===== src/sv/rav_pkg.sv =====
// ----------------------------------------------------------------------------
// rav_pkg - shared definitions for the nonzero ring average
// Sample width, default ring depth and sequencer state encoding.
// ----------------------------------------------------------------------------
package rav_pkg;

   localparam int SAMPLE_W       = 12;
   localparam int RING_DEPTH_DEF = 10;

   typedef enum logic [2:0] {
      ST_IDLE,
      ST_SCAN,
      ST_DIV_GO,
      ST_DIV_WAIT,
      ST_RESP
   } state_type;

endpackage


===== src/sv/ring_average_nonzero_core.sv =====
// ----------------------------------------------------------------------------
// ring_average_nonzero_core - truncated mean of the nonzero ring entries
// Each sample overwrites the oldest of RING_DEPTH slots; the result is the
// truncated mean of all nonzero slots, or zero when every slot is zero.
// ----------------------------------------------------------------------------
// One item at a time: req_ready is high only while idle. After the transfer,
// one RAM read per slot through the single read port forms sum and count,
// then the divider forms one quotient bit per cycle; it is skipped when all
// slots are zero. The result then waits in its output register until taken.
// Slots are cleared at reset by a valid bit each, so no clearing pass is
// needed.
module ring_average_nonzero_core #(
   parameter int RING_DEPTH = rav_pkg::RING_DEPTH_DEF
) (
   input  logic                       clock,
   input  logic                       reset,
   input  logic                       req_valid,
   output logic                       req_ready,
   input  logic [rav_pkg::SAMPLE_W-1:0] req_sample,
   output logic                       rsp_valid,
   input  logic                       rsp_ready,
   output logic [rav_pkg::SAMPLE_W-1:0] rsp_average
);

   import rav_pkg::*;

   localparam int IDX_W = (RING_DEPTH > 1) ? $clog2(RING_DEPTH) : 1;
   localparam int CNT_W = $clog2(RING_DEPTH + 1);
   localparam int SUM_W = SAMPLE_W + CNT_W;

   state_type             state_ff, state_in;
   logic [IDX_W-1:0]      wslot_ff, wslot_in;
   logic [RING_DEPTH-1:0] slot_vld_ff, slot_vld_in;
   logic [CNT_W-1:0]      scan_ff, scan_in;
   logic                  rd_ok_ff, rd_ok_in;
   logic [SUM_W-1:0]      sum_ff, sum_in;
   logic [CNT_W-1:0]      cnt_ff, cnt_in;
   logic [SAMPLE_W-1:0]   avg_ff, avg_in;

   logic                  req_xfer;
   logic                  issue;
   logic                  div_start;
   logic                  div_done;
   logic [SAMPLE_W-1:0]   div_quo;
   logic [SAMPLE_W-1:0]   rd_data;
   logic                  scan_end;

   assign req_xfer = req_valid && req_ready;
   assign scan_end = (scan_ff == CNT_W'(RING_DEPTH));

   rav_ram #(
      .WIDTH (SAMPLE_W),
      .DEPTH (RING_DEPTH),
      .AW    (IDX_W)
   ) u_ram (
      .clock (clock),
      .we    (req_xfer),
      .waddr (wslot_ff),
      .wdata (req_sample),
      .raddr (scan_ff[IDX_W-1:0]),
      .rdata (rd_data)
   );

   rav_div #(
      .QUO_W (SAMPLE_W),
      .DEN_W (CNT_W)
   ) u_div (
      .clock    (clock),
      .reset    (reset),
      .start    (div_start),
      .dividend (sum_ff),
      .divisor  (cnt_ff),
      .done     (div_done),
      .quotient (div_quo)
   );

   // next state
   always_comb begin
      state_in = state_ff;
      unique case (state_ff)
         ST_IDLE:     if (req_xfer) state_in = ST_SCAN;
         ST_SCAN:     if (scan_end) state_in = ST_DIV_GO;
         ST_DIV_GO:   state_in = (cnt_ff == '0) ? ST_RESP : ST_DIV_WAIT;
         ST_DIV_WAIT: if (div_done) state_in = ST_RESP;
         ST_RESP:     if (rsp_ready) state_in = ST_IDLE;
         default:     state_in = ST_IDLE;
      endcase
   end

   // outputs
   always_comb begin
      req_ready = (state_ff == ST_IDLE);
      rsp_valid = (state_ff == ST_RESP);
      issue     = (state_ff == ST_SCAN) && !scan_end;
      div_start = (state_ff == ST_DIV_GO) && (cnt_ff != '0);
   end

   // datapath
   always_comb begin
      wslot_in    = wslot_ff;
      slot_vld_in = slot_vld_ff;
      scan_in     = scan_ff;
      sum_in      = sum_ff;
      cnt_in      = cnt_ff;
      avg_in      = avg_ff;
      rd_ok_in    = issue && slot_vld_ff[scan_ff[IDX_W-1:0]];
      if (req_xfer) begin
         slot_vld_in[wslot_ff] = 1'b1;
         wslot_in = (wslot_ff == IDX_W'(RING_DEPTH - 1)) ? '0 : wslot_ff + IDX_W'(1);
         scan_in  = '0;
         sum_in   = '0;
         cnt_in   = '0;
      end
      if (issue) begin
         scan_in = scan_ff + CNT_W'(1);
      end
      // entry whose read was issued in the previous cycle
      if (state_ff == ST_SCAN && rd_ok_ff && rd_data != '0) begin
         sum_in = sum_ff + SUM_W'(rd_data);
         cnt_in = cnt_ff + CNT_W'(1);
      end
      if (state_ff == ST_DIV_GO && cnt_ff == '0) begin
         avg_in = '0;
      end
      if (state_ff == ST_DIV_WAIT && div_done) begin
         avg_in = div_quo;
      end
   end

   always_ff @(posedge clock) begin
      if (reset) begin
         state_ff    <= ST_IDLE;
         wslot_ff    <= '0;
         slot_vld_ff <= '0;
         scan_ff     <= '0;
         rd_ok_ff    <= 1'b0;
      end else begin
         state_ff    <= state_in;
         wslot_ff    <= wslot_in;
         slot_vld_ff <= slot_vld_in;
         scan_ff     <= scan_in;
         rd_ok_ff    <= rd_ok_in;
      end
      sum_ff <= sum_in;
      cnt_ff <= cnt_in;
      avg_ff <= avg_in;
   end

   assign rsp_average = avg_ff;

endmodule


===== src/sv/rav_ram.sv =====
// ----------------------------------------------------------------------------
// rav_ram - generic single write port RAM
// One write and one read port, read data registered.
// ----------------------------------------------------------------------------
module rav_ram #(
   parameter int WIDTH = 12,
   parameter int DEPTH = 10,
   parameter int AW    = (DEPTH > 1) ? $clog2(DEPTH) : 1
) (
   input  logic             clock,
   input  logic             we,
   input  logic [AW-1:0]    waddr,
   input  logic [WIDTH-1:0] wdata,
   input  logic [AW-1:0]    raddr,
   output logic [WIDTH-1:0] rdata
);

   logic [WIDTH-1:0] mem_ff [DEPTH];
   logic [WIDTH-1:0] rdata_ff;

   always_ff @(posedge clock) begin
      if (we) begin
         mem_ff[waddr] <= wdata;
      end
      rdata_ff <= mem_ff[raddr];
   end

   assign rdata = rdata_ff;

endmodule


===== src/sv/rav_div.sv =====
// ----------------------------------------------------------------------------
// rav_div - iterative restoring divider
// One quotient bit per cycle. The caller guarantees the quotient fits QUO_W
// bits, i.e. the upper DEN_W dividend bits are below the divisor.
// ----------------------------------------------------------------------------
module rav_div #(
   parameter int QUO_W = 12,
   parameter int DEN_W = 4
) (
   input  logic                   clock,
   input  logic                   reset,
   input  logic                   start,
   input  logic [QUO_W+DEN_W-1:0] dividend,
   input  logic [DEN_W-1:0]       divisor,
   output logic                   done,
   output logic [QUO_W-1:0]       quotient
);

   localparam int STEP_W = $clog2(QUO_W + 1);

   logic              busy_ff, busy_in;
   logic              done_ff, done_in;
   logic [STEP_W-1:0] step_ff, step_in;
   logic [DEN_W-1:0]  rem_ff, rem_in;
   logic [QUO_W-1:0]  quo_ff, quo_in;
   logic [DEN_W:0]    trial;
   logic [DEN_W:0]    diff;

   always_comb begin
      trial   = {rem_ff, quo_ff[QUO_W-1]};
      diff    = trial - {1'b0, divisor};
      busy_in = busy_ff;
      done_in = 1'b0;
      step_in = step_ff;
      rem_in  = rem_ff;
      quo_in  = quo_ff;
      if (start) begin
         busy_in = 1'b1;
         step_in = STEP_W'(QUO_W);
         rem_in  = dividend[QUO_W+DEN_W-1:QUO_W];
         quo_in  = dividend[QUO_W-1:0];
      end else if (busy_ff) begin
         if (trial >= {1'b0, divisor}) begin
            rem_in = diff[DEN_W-1:0];
            quo_in = {quo_ff[QUO_W-2:0], 1'b1};
         end else begin
            rem_in = trial[DEN_W-1:0];
            quo_in = {quo_ff[QUO_W-2:0], 1'b0};
         end
         step_in = step_ff - STEP_W'(1);
         if (step_ff == STEP_W'(1)) begin
            busy_in = 1'b0;
            done_in = 1'b1;
         end
      end
   end

   always_ff @(posedge clock) begin
      if (reset) begin
         busy_ff <= 1'b0;
         done_ff <= 1'b0;
         step_ff <= '0;
      end else begin
         busy_ff <= busy_in;
         done_ff <= done_in;
         step_ff <= step_in;
      end
      rem_ff <= rem_in;
      quo_ff <= quo_in;
   end

   assign done     = done_ff;
   assign quotient = quo_ff;

endmodule


===== config.mk =====
export PLATFORM = sky130hd
export DESIGN_NAME = ring_average_nonzero_core
export DESIGN_NICKNAME = d
export VERILOG_FILES = /design/src/sv/rav_pkg.sv /design/src/sv/ring_average_nonzero_core.sv /design/src/sv/rav_ram.sv /design/src/sv/rav_div.sv
export SDC_FILE = /design/constraint.sdc
export NUM_CORES = 1
export LEC_CHECK = 0
export BUFFER_PORTS_ARGS = -buffer_cell sky130_fd_sc_hd__buf_2
export CAP_MARGIN = 20
export CORE_MARGIN = 5
export CORE_UTILIZATION = 30
export CTS_CLUSTER_DIAMETER = 60
export DETAILED_ROUTE_END_ITERATION = 16
export GPL_TIMING_DRIVEN = 0
export PLACE_DENSITY_LB_ADDON = 0.2
export SLEW_MARGIN = 5
export SYNTH_ARGS = -nofsm -noshare
export SYNTH_HDL_FRONTEND = slang
export SYNTH_SLANG_ARGS = --single-unit

===== constraint.sdc =====
create_clock -name clock -period 3.9 [get_ports clock]
set_clock_uncertainty 0.1 [all_clocks]
set_input_delay 0.585 -clock clock [delete_from_list [all_inputs] [get_ports clock]]
set_output_delay 0.585 -clock clock [all_outputs]
set_load 0.05 [all_outputs]

# Word-level counts from Yosys, hierarchy flattened
# Memory sizes are Yosys's and may differ from the RTL's. A register that Yosys moved wholly into a read port is not among the register bits.
# Index checks and enable logic that the tools add are counted.
# word_totals
ramBits	120
out_inout_bits	14
wordCells	91
regBits	76
n_memories	1
# op_classes
muxes	32
n_addsub	6
n_reduce_logical	21
bitwise	2
magnitude_cmp	4
n_eq_ne	11
# memory_table
name	words	word_bits	read_ports	rd_ports_with_merged_regs	write_ports	line_no	rtl
u_ram.mem_ff	10	12	1	1	1	rav_ram.sv:18	logic [WIDTH-1:0] mem_ff [DEPTH];
# ops
operator	count
$mux W12	4
$mux W4	9
$mux W16	2
$add A16 B12 Y16	1
$mux W3	5
$pmux W3 S5	1
$add A4 B1 Y4 const B	3
$reduce_bool A12 Y1	1
$lt A4 B5 Y1 const B	2
$or A10 B10 Y10	1
$logic_and A1 B1 Y1	9
$mux W1	9
$eq A4 B4 Y1 const B	2
$reduce_bool A2 Y1	4
$eq A3 B2 Y1 const B	2
$ne A2 B1 Y1 const B	3
$ge A5 B4 Y1	1
$bmux W1 S4	1
$demux W1 S4	1
$eq A4 B1 Y1 const B	1
$ge A4 B1 Y1 const B	1
$logic_not A4 Y1	1
$reduce_and A4 Y1	1
$reduce_bool A4 Y1	1
10 further kinds	10

# Longest topological paths before layout
# depth
ltp_word	5
depth_mapped	11
mapped_depth_nobuf	9

# Cells and area by module
# A second synthesis with hierarchy kept.
# unflattened
cells_unflattened	656
area_unflattened_um2	9188.8
# modules_own_cells
module	instances	area_each_um2	seq_area_each_um2	cells_per_inst
rav_ram	1	5052.3	3843.7	273
ring_average_nonzero_core	1	2919.0	1401.3	285
rav_div	1	1217.4	600.6	98

# Worst setup path after synthesis
# OpenSTA, ideal clock, no wires.
# synth_timing
path_kind	input port to flip-flop
startpoint	in req_valid
endpoint	mem u_ram.mem_ff[1][0], enable pin
stages	3
required_ns	3.384
path_buffers	0
arrival_time_ns	2.298
path_slack_ns	1.086
cell_sequence	nor4b_4 -> nand2_1 -> nor4_1
# synth_via
elab_chain_cells	3
# synth_rtl
item	line_no	rtl
start: declaration	ring_average_nonzero_core.sv:17	input logic req_valid,
$logic_and A1 B1 Y1	ring_average_nonzero_core.sv:48	assign req_xfer = req_valid && req_ready;
$mux W1	rav_ram.sv:22	if (we) begin
$mux W1 (implied by the code)	rav_ram.sv:23	mem_ff[waddr] <= wdata;
end: declaration	rav_ram.sv:18	
# No other way between the ends.

# Worst setup path in the final report
# layout_timing
startpoint	reg u_ram.rdata_ff[1] (netlist: u_ram.rdata[1]), read port of u_ram.mem_ff
endpoint	reg sum_ff[6], enable pin
# layout_via
elab_chain_cells	3
# layout_rtl
item	line_no	rtl
start: declaration	rav_ram.sv:19	logic [WIDTH-1:0] rdata_ff;
$reduce_bool A12 Y1	ring_average_nonzero_core.sv:118	if (state_ff == ST_SCAN && rd_ok_ff && rd_data != '0) begin
$logic_and A1 B1 Y1	ring_average_nonzero_core.sv:118	
$reduce_bool A2 Y1 (no source line)	n/a	
end signal: assignment	ring_average_nonzero_core.sv:144	sum_ff <= sum_in;
end: declaration	ring_average_nonzero_core.sv:36	logic [SUM_W-1:0] sum_ff, sum_in;
# No other way between the ends.
# A chain may end at the register's enable or synchronous reset.

==> metrics.md <==
| Metric | Value |
|---|---|
| Number of synthesized flops with an enable pin | 168 |
| CP required | about 3800 ps |
| FF-to-FF setup slack | about 1100 ps |
| Worst vdd ir | 0.3603 mV |
| Hold violation total from the final report | 0 |
| Post-CTS setup-driven buffer insertion count | 0 |
| Clock sink count | 208 |
| Post-route minimum period | 2815 ps |
| Cell area after technology mapping | ~8900 µm² |
| Post-placement worst setup slack | roughly 1100 ps |
| Syn_area_per_cell | 14.23 µm² |
| Cell Pwr Density | roughly 560 nW/µm² |
| Switching power summed over all nets | 1.506 mW |
| Upper clock frequency limit | 0.3552 GHz |
| Final Wtd Congestion | 0.7763 |
| Cell internal power dissipation | approximately 4.4 mW |
| Chip height | 181.9 µm |
| Post-Synthesis Net Count | 663 |
| Fill cell instance count of the final layout | roughly 2,800 |
| Floorplan die area | around 33,000 µm² |
| Number of buffers between clock root and the deepest sink | 3 |
| Yosys cell types | 58 |
| Placement Rows | 63 |
| Final slew viol count | 0 |
| Cell count after synthesis | 623 |
| Count of state elements after synthesis | between 200 and 250 |
| Count of input and output buffers | 28 |
| Kind of end point of the critical path | flop |
| Count of routing violations after the opening detailed-route iteration | 214 |
| Global routing usage summed across all routing layers | 11.82% |
| Number of primary I/O pins | 30 |
| Overall via count from detail_route | 5,131 |
| Worst setup SP type | flop |
| Ys Warns | 0 |
| Overall power of the completed layout | 5.871 mW |
| Horizontal extent of the die | 181.9 µm |
| Sequential share of power | 45.1% |
| Largest fanout on the critical path | 20 |
| Number of routed nets with antenna violations | 0 |
| Clock slew at the register clock pins of the worst setup and hold paths | approximately 60 ps |
| Outcome | finished, final reports clean |
| Share of layout cells above drive strength 1 | 20.68% |
| Sequential share of the synthesized area | 65.94% |
| Max_cap viols | 0 |
| PostCTS Resize Cnt | 0 |
| Number of diodes | 0 |
| Transition time of the tightest slew-check pin | between 900 and 1000 ps |
| Setup violators final | 0 |
| Leakage Power | 3.661 nW |
| Final critical-path share of the clock period | 72.19% |
| Relative area change from synthesis to final layout | 19.11% |
| First-pass GRT wire length | 30,950 µm |
| GRT Residual Overflow | 0 |
| Type of the most critical hold path | primary input to flop |
| Switching share of power | 25.65% |
| WL/cell | 17.78 µm |
| Standard cell core area | roughly 29,000 µm² |
| Clock tree from TritonCTS | done |
| Post-cts hold buffer count | 0 |
| Worst slew margin relative to its limit | 34.58% |
| Clock latency of the later-clocked register in the worst-skew pair | 530 ps |
| Via count of the first global-routing pass | 5,486 |
| Multi-input combinational cell area | 2843 µm² |
| Clock buffers created by TritonCTS | 25 |
| Arrival time at the worst endpoint | around 2800 ps |
| Initial antenna violation count | 0 |
| Async set or reset register ratio after synthesis | 0% |
| Worst path setup slack after routing | 1085 ps |
| Start-to-end type of the worst setup path | flop to flop |
| H-tree Lvls | 1 |
| Initial Util | 30.15% |
| Register area | 5846 µm² |
| Half-perimeter wire length after placement | 13,990 µm |
| Clock root buffer | sky130_fd_sc_hd__clkbuf_16 |
| RSZ-0062 raised after global routing | no |
| Total number of nets in the final design | 732 |
| Total wire length | 19,580 µm |
| Gate power share | 14.9% |
| Clock network fraction of total power | approximately 40% |
| Number of remaining DRC errors | 0 |
| First-pass detailed-route iteration total | 5 |
| Synth Flop Type | sky130_fd_sc_hd__edfxtp_1 |
| Average vias per placed instance | 4.660 |
| Largest net degree at the start of global routing | 21 |
[per-stage QoR]
| stage | setup TNS [ps] | hold slack [ps] | instance area, µm² | std cells | util [%] |
|---|---|---|---|---|---|
| finish | 0 | 254.4 | 10560 | 1101 | 35.91 |
| CTS | 0 | 238.9 | 10560 | 1101 | 35.91 |
| floorplan | 0 | 335.0 | 8865 | 623 | - |
| global placement | -19950 | 346.1 | 9493 | 1041 | 32.29 |
| global route | 0 | 257.4 | 10560 | 1101 | 35.91 |
| detailed placement | 0 | 363.2 | 9697 | 1055 | 32.98 |
[power by group through the flow]
stage	logic (mW)	registers [mW]	clock network (mW)
6_report	0.877	2.65	2.35
5_1_grt	0.980	2.66	2.50
4_1_cts	0.888	2.65	2.41
3_5_place_dp	0.885	2.69	0
3_3_place_gp	0.845	2.69	0
2_1_floorplan	0.656	2.66	0
[cell usage in the layout (no fill, tap or decap), types with 10 or more instances in the layout]
| cell type | synthesis | routed |
|---|---|---|
| sky130_fd_sc_hd__mux4_2 | 26 | 26 |
| sky130_fd_sc_hd__ha_1 | 22 | 22 |
| sky130_fd_sc_hd__xnor2_1 | 14 | 14 |
| sky130_fd_sc_hd__and2_1 | 13 | 13 |
| sky130_fd_sc_hd__a21oi_1 | 34 | 34 |
| sky130_fd_sc_hd__dfxtp_1 | 40 | 40 |
| sky130_fd_sc_hd__nor2_1 | 50 | 48 |
| sky130_fd_sc_hd__nor2b_1 | 19 | 19 |
| sky130_fd_sc_hd__edfxtp_1 | 168 | 168 |
| sky130_fd_sc_hd__clkbuf_16 | 0 | 28 |
| sky130_fd_sc_hd__inv_1 | 16 | 16 |
| sky130_fd_sc_hd__nand3_1 | 10 | 10 |
| sky130_fd_sc_hd__clkbuf_1 | 18 | 24 |
| sky130_fd_sc_hd__a211oi_1 | 12 | 12 |
| sky130_fd_sc_hd__nand2_1 | 50 | 50 |
| sky130_fd_sc_hd__buf_2 | 10 | 38 |
| sky130_fd_sc_hd__mux2i_1 | 18 | 18 |
[layer usage]
layer  vias to the layer above  global-route usage, %  share of wire, %
met1                      2532                  14.38                42
li1                       2478                      -                 -
met5                         -                      0                 0
met4                         0                  3.392               2.6
met3                        33                  2.043               3.6
met2                        88                  21.48                51
[worst paths after layout]
kind                                                  start                           end  depth (start not counted)
worst max register to register       u_ram.rdata[1]$_DFF_P_       sum_ff[6]$_SDFFCE_PN0P_                          5
worst min register to register  slot_vld_ff[8]$_SDFFE_PP0P_   slot_vld_ff[8]$_SDFFE_PP0P_                          2
worst min-delay path                          req_sample[8]  u_ram.mem_ff[0][8]$_DFFE_PP_                          1
worst max-delay path                 u_ram.rdata[1]$_DFF_P_       sum_ff[6]$_SDFFCE_PN0P_                          5
[sequential cells by signal, indices dropped and copies added (netlist names), 3 cells and up]
register,count
u_ram.rdata,12
u_div.step_ff,4
state_ff,3
rsp_average,12
cnt_ff,4
wslot_ff,4
u_div.rem_ff,4
u_ram.mem_ff,120
u_div.quotient,12
sum_ff,16
scan_ff,4
slot_vld_ff,10
[logic make-up (layout without fill, tap and decap cells)]
| group | count (synthesis) | in the layout | synth area share (%) |
|---|---|---|---|
| adder cells (fa/ha/maj) | 24 | 24 | 3.557 |
| XOR/XNOR | 20 | 20 | 1.976 |
| multiplexers | 46 | 46 | 8.892 |
| AND/OR/NAND/NOR | 192 | 192 | 11.16 |
| buffers and inverters | 51 | 139 | 2.639 |
| flip-flops | 208 | 208 | 65.94 |
| AO/OA/AOI/OAI | 82 | 82 | 5.829 |
[synthesized netlist by cell type (8+ instances only)]
library cell | n | area, µm²
sky130_fd_sc_hd__nor2_1 | 50 | 187.7
sky130_fd_sc_hd__buf_2 | 10 | 50.05
sky130_fd_sc_hd__nand2_1 | 50 | 187.7
sky130_fd_sc_hd__nand3_1 | 10 | 50.05
sky130_fd_sc_hd__dfxtp_1 | 40 | 800.8
sky130_fd_sc_hd__nor3_1 | 12 | 60.06
sky130_fd_sc_hd__a211oi_1 | 12 | 90.09
sky130_fd_sc_hd__clkbuf_1 | 18 | 67.56
sky130_fd_sc_hd__xnor2_1 | 14 | 122.6
sky130_fd_sc_hd__nand2b_1 | 8 | 50.05
sky130_fd_sc_hd__and2_1 | 13 | 81.33
sky130_fd_sc_hd__o21ai_0 | 8 | 40.04
sky130_fd_sc_hd__nor2b_1 | 19 | 118.9
sky130_fd_sc_hd__edfxtp_1 | 168 | 5045
sky130_fd_sc_hd__mux4_2 | 26 | 585.6
sky130_fd_sc_hd__inv_1 | 16 | 60.06
sky130_fd_sc_hd__ha_1 | 22 | 275.3
sky130_fd_sc_hd__mux2i_1 | 18 | 180.2
sky130_fd_sc_hd__a21oi_1 | 34 | 170.2
[cell type report]
| type | instances | share of cell area (%) |
|---|---|---|
| multi-input cells | 364 | 26.92 |
| repair buffers | 42 | 2.714 |
| clock buffers | 40 | 7.631 |
| flip-flops and latches | 208 | 55.36 |
| clock inverters | 6 | 0.5332 |
| inverters | 18 | 0.6399 |
| plain buffers | 33 | 1.576 |
| well taps | 390 | 4.621 |
[critical path, stage by stage (launching register included)]
cell                       delay, ps
sky130_fd_sc_hd__dfxtp_1         330
sky130_fd_sc_hd__nor4_1          370
sky130_fd_sc_hd__nand3_1         200
sky130_fd_sc_hd__nand3_2         150
sky130_fd_sc_hd__clkbuf_1        440
sky130_fd_sc_hd__nand2_1         720
Power figures use the tool's default switching activity.
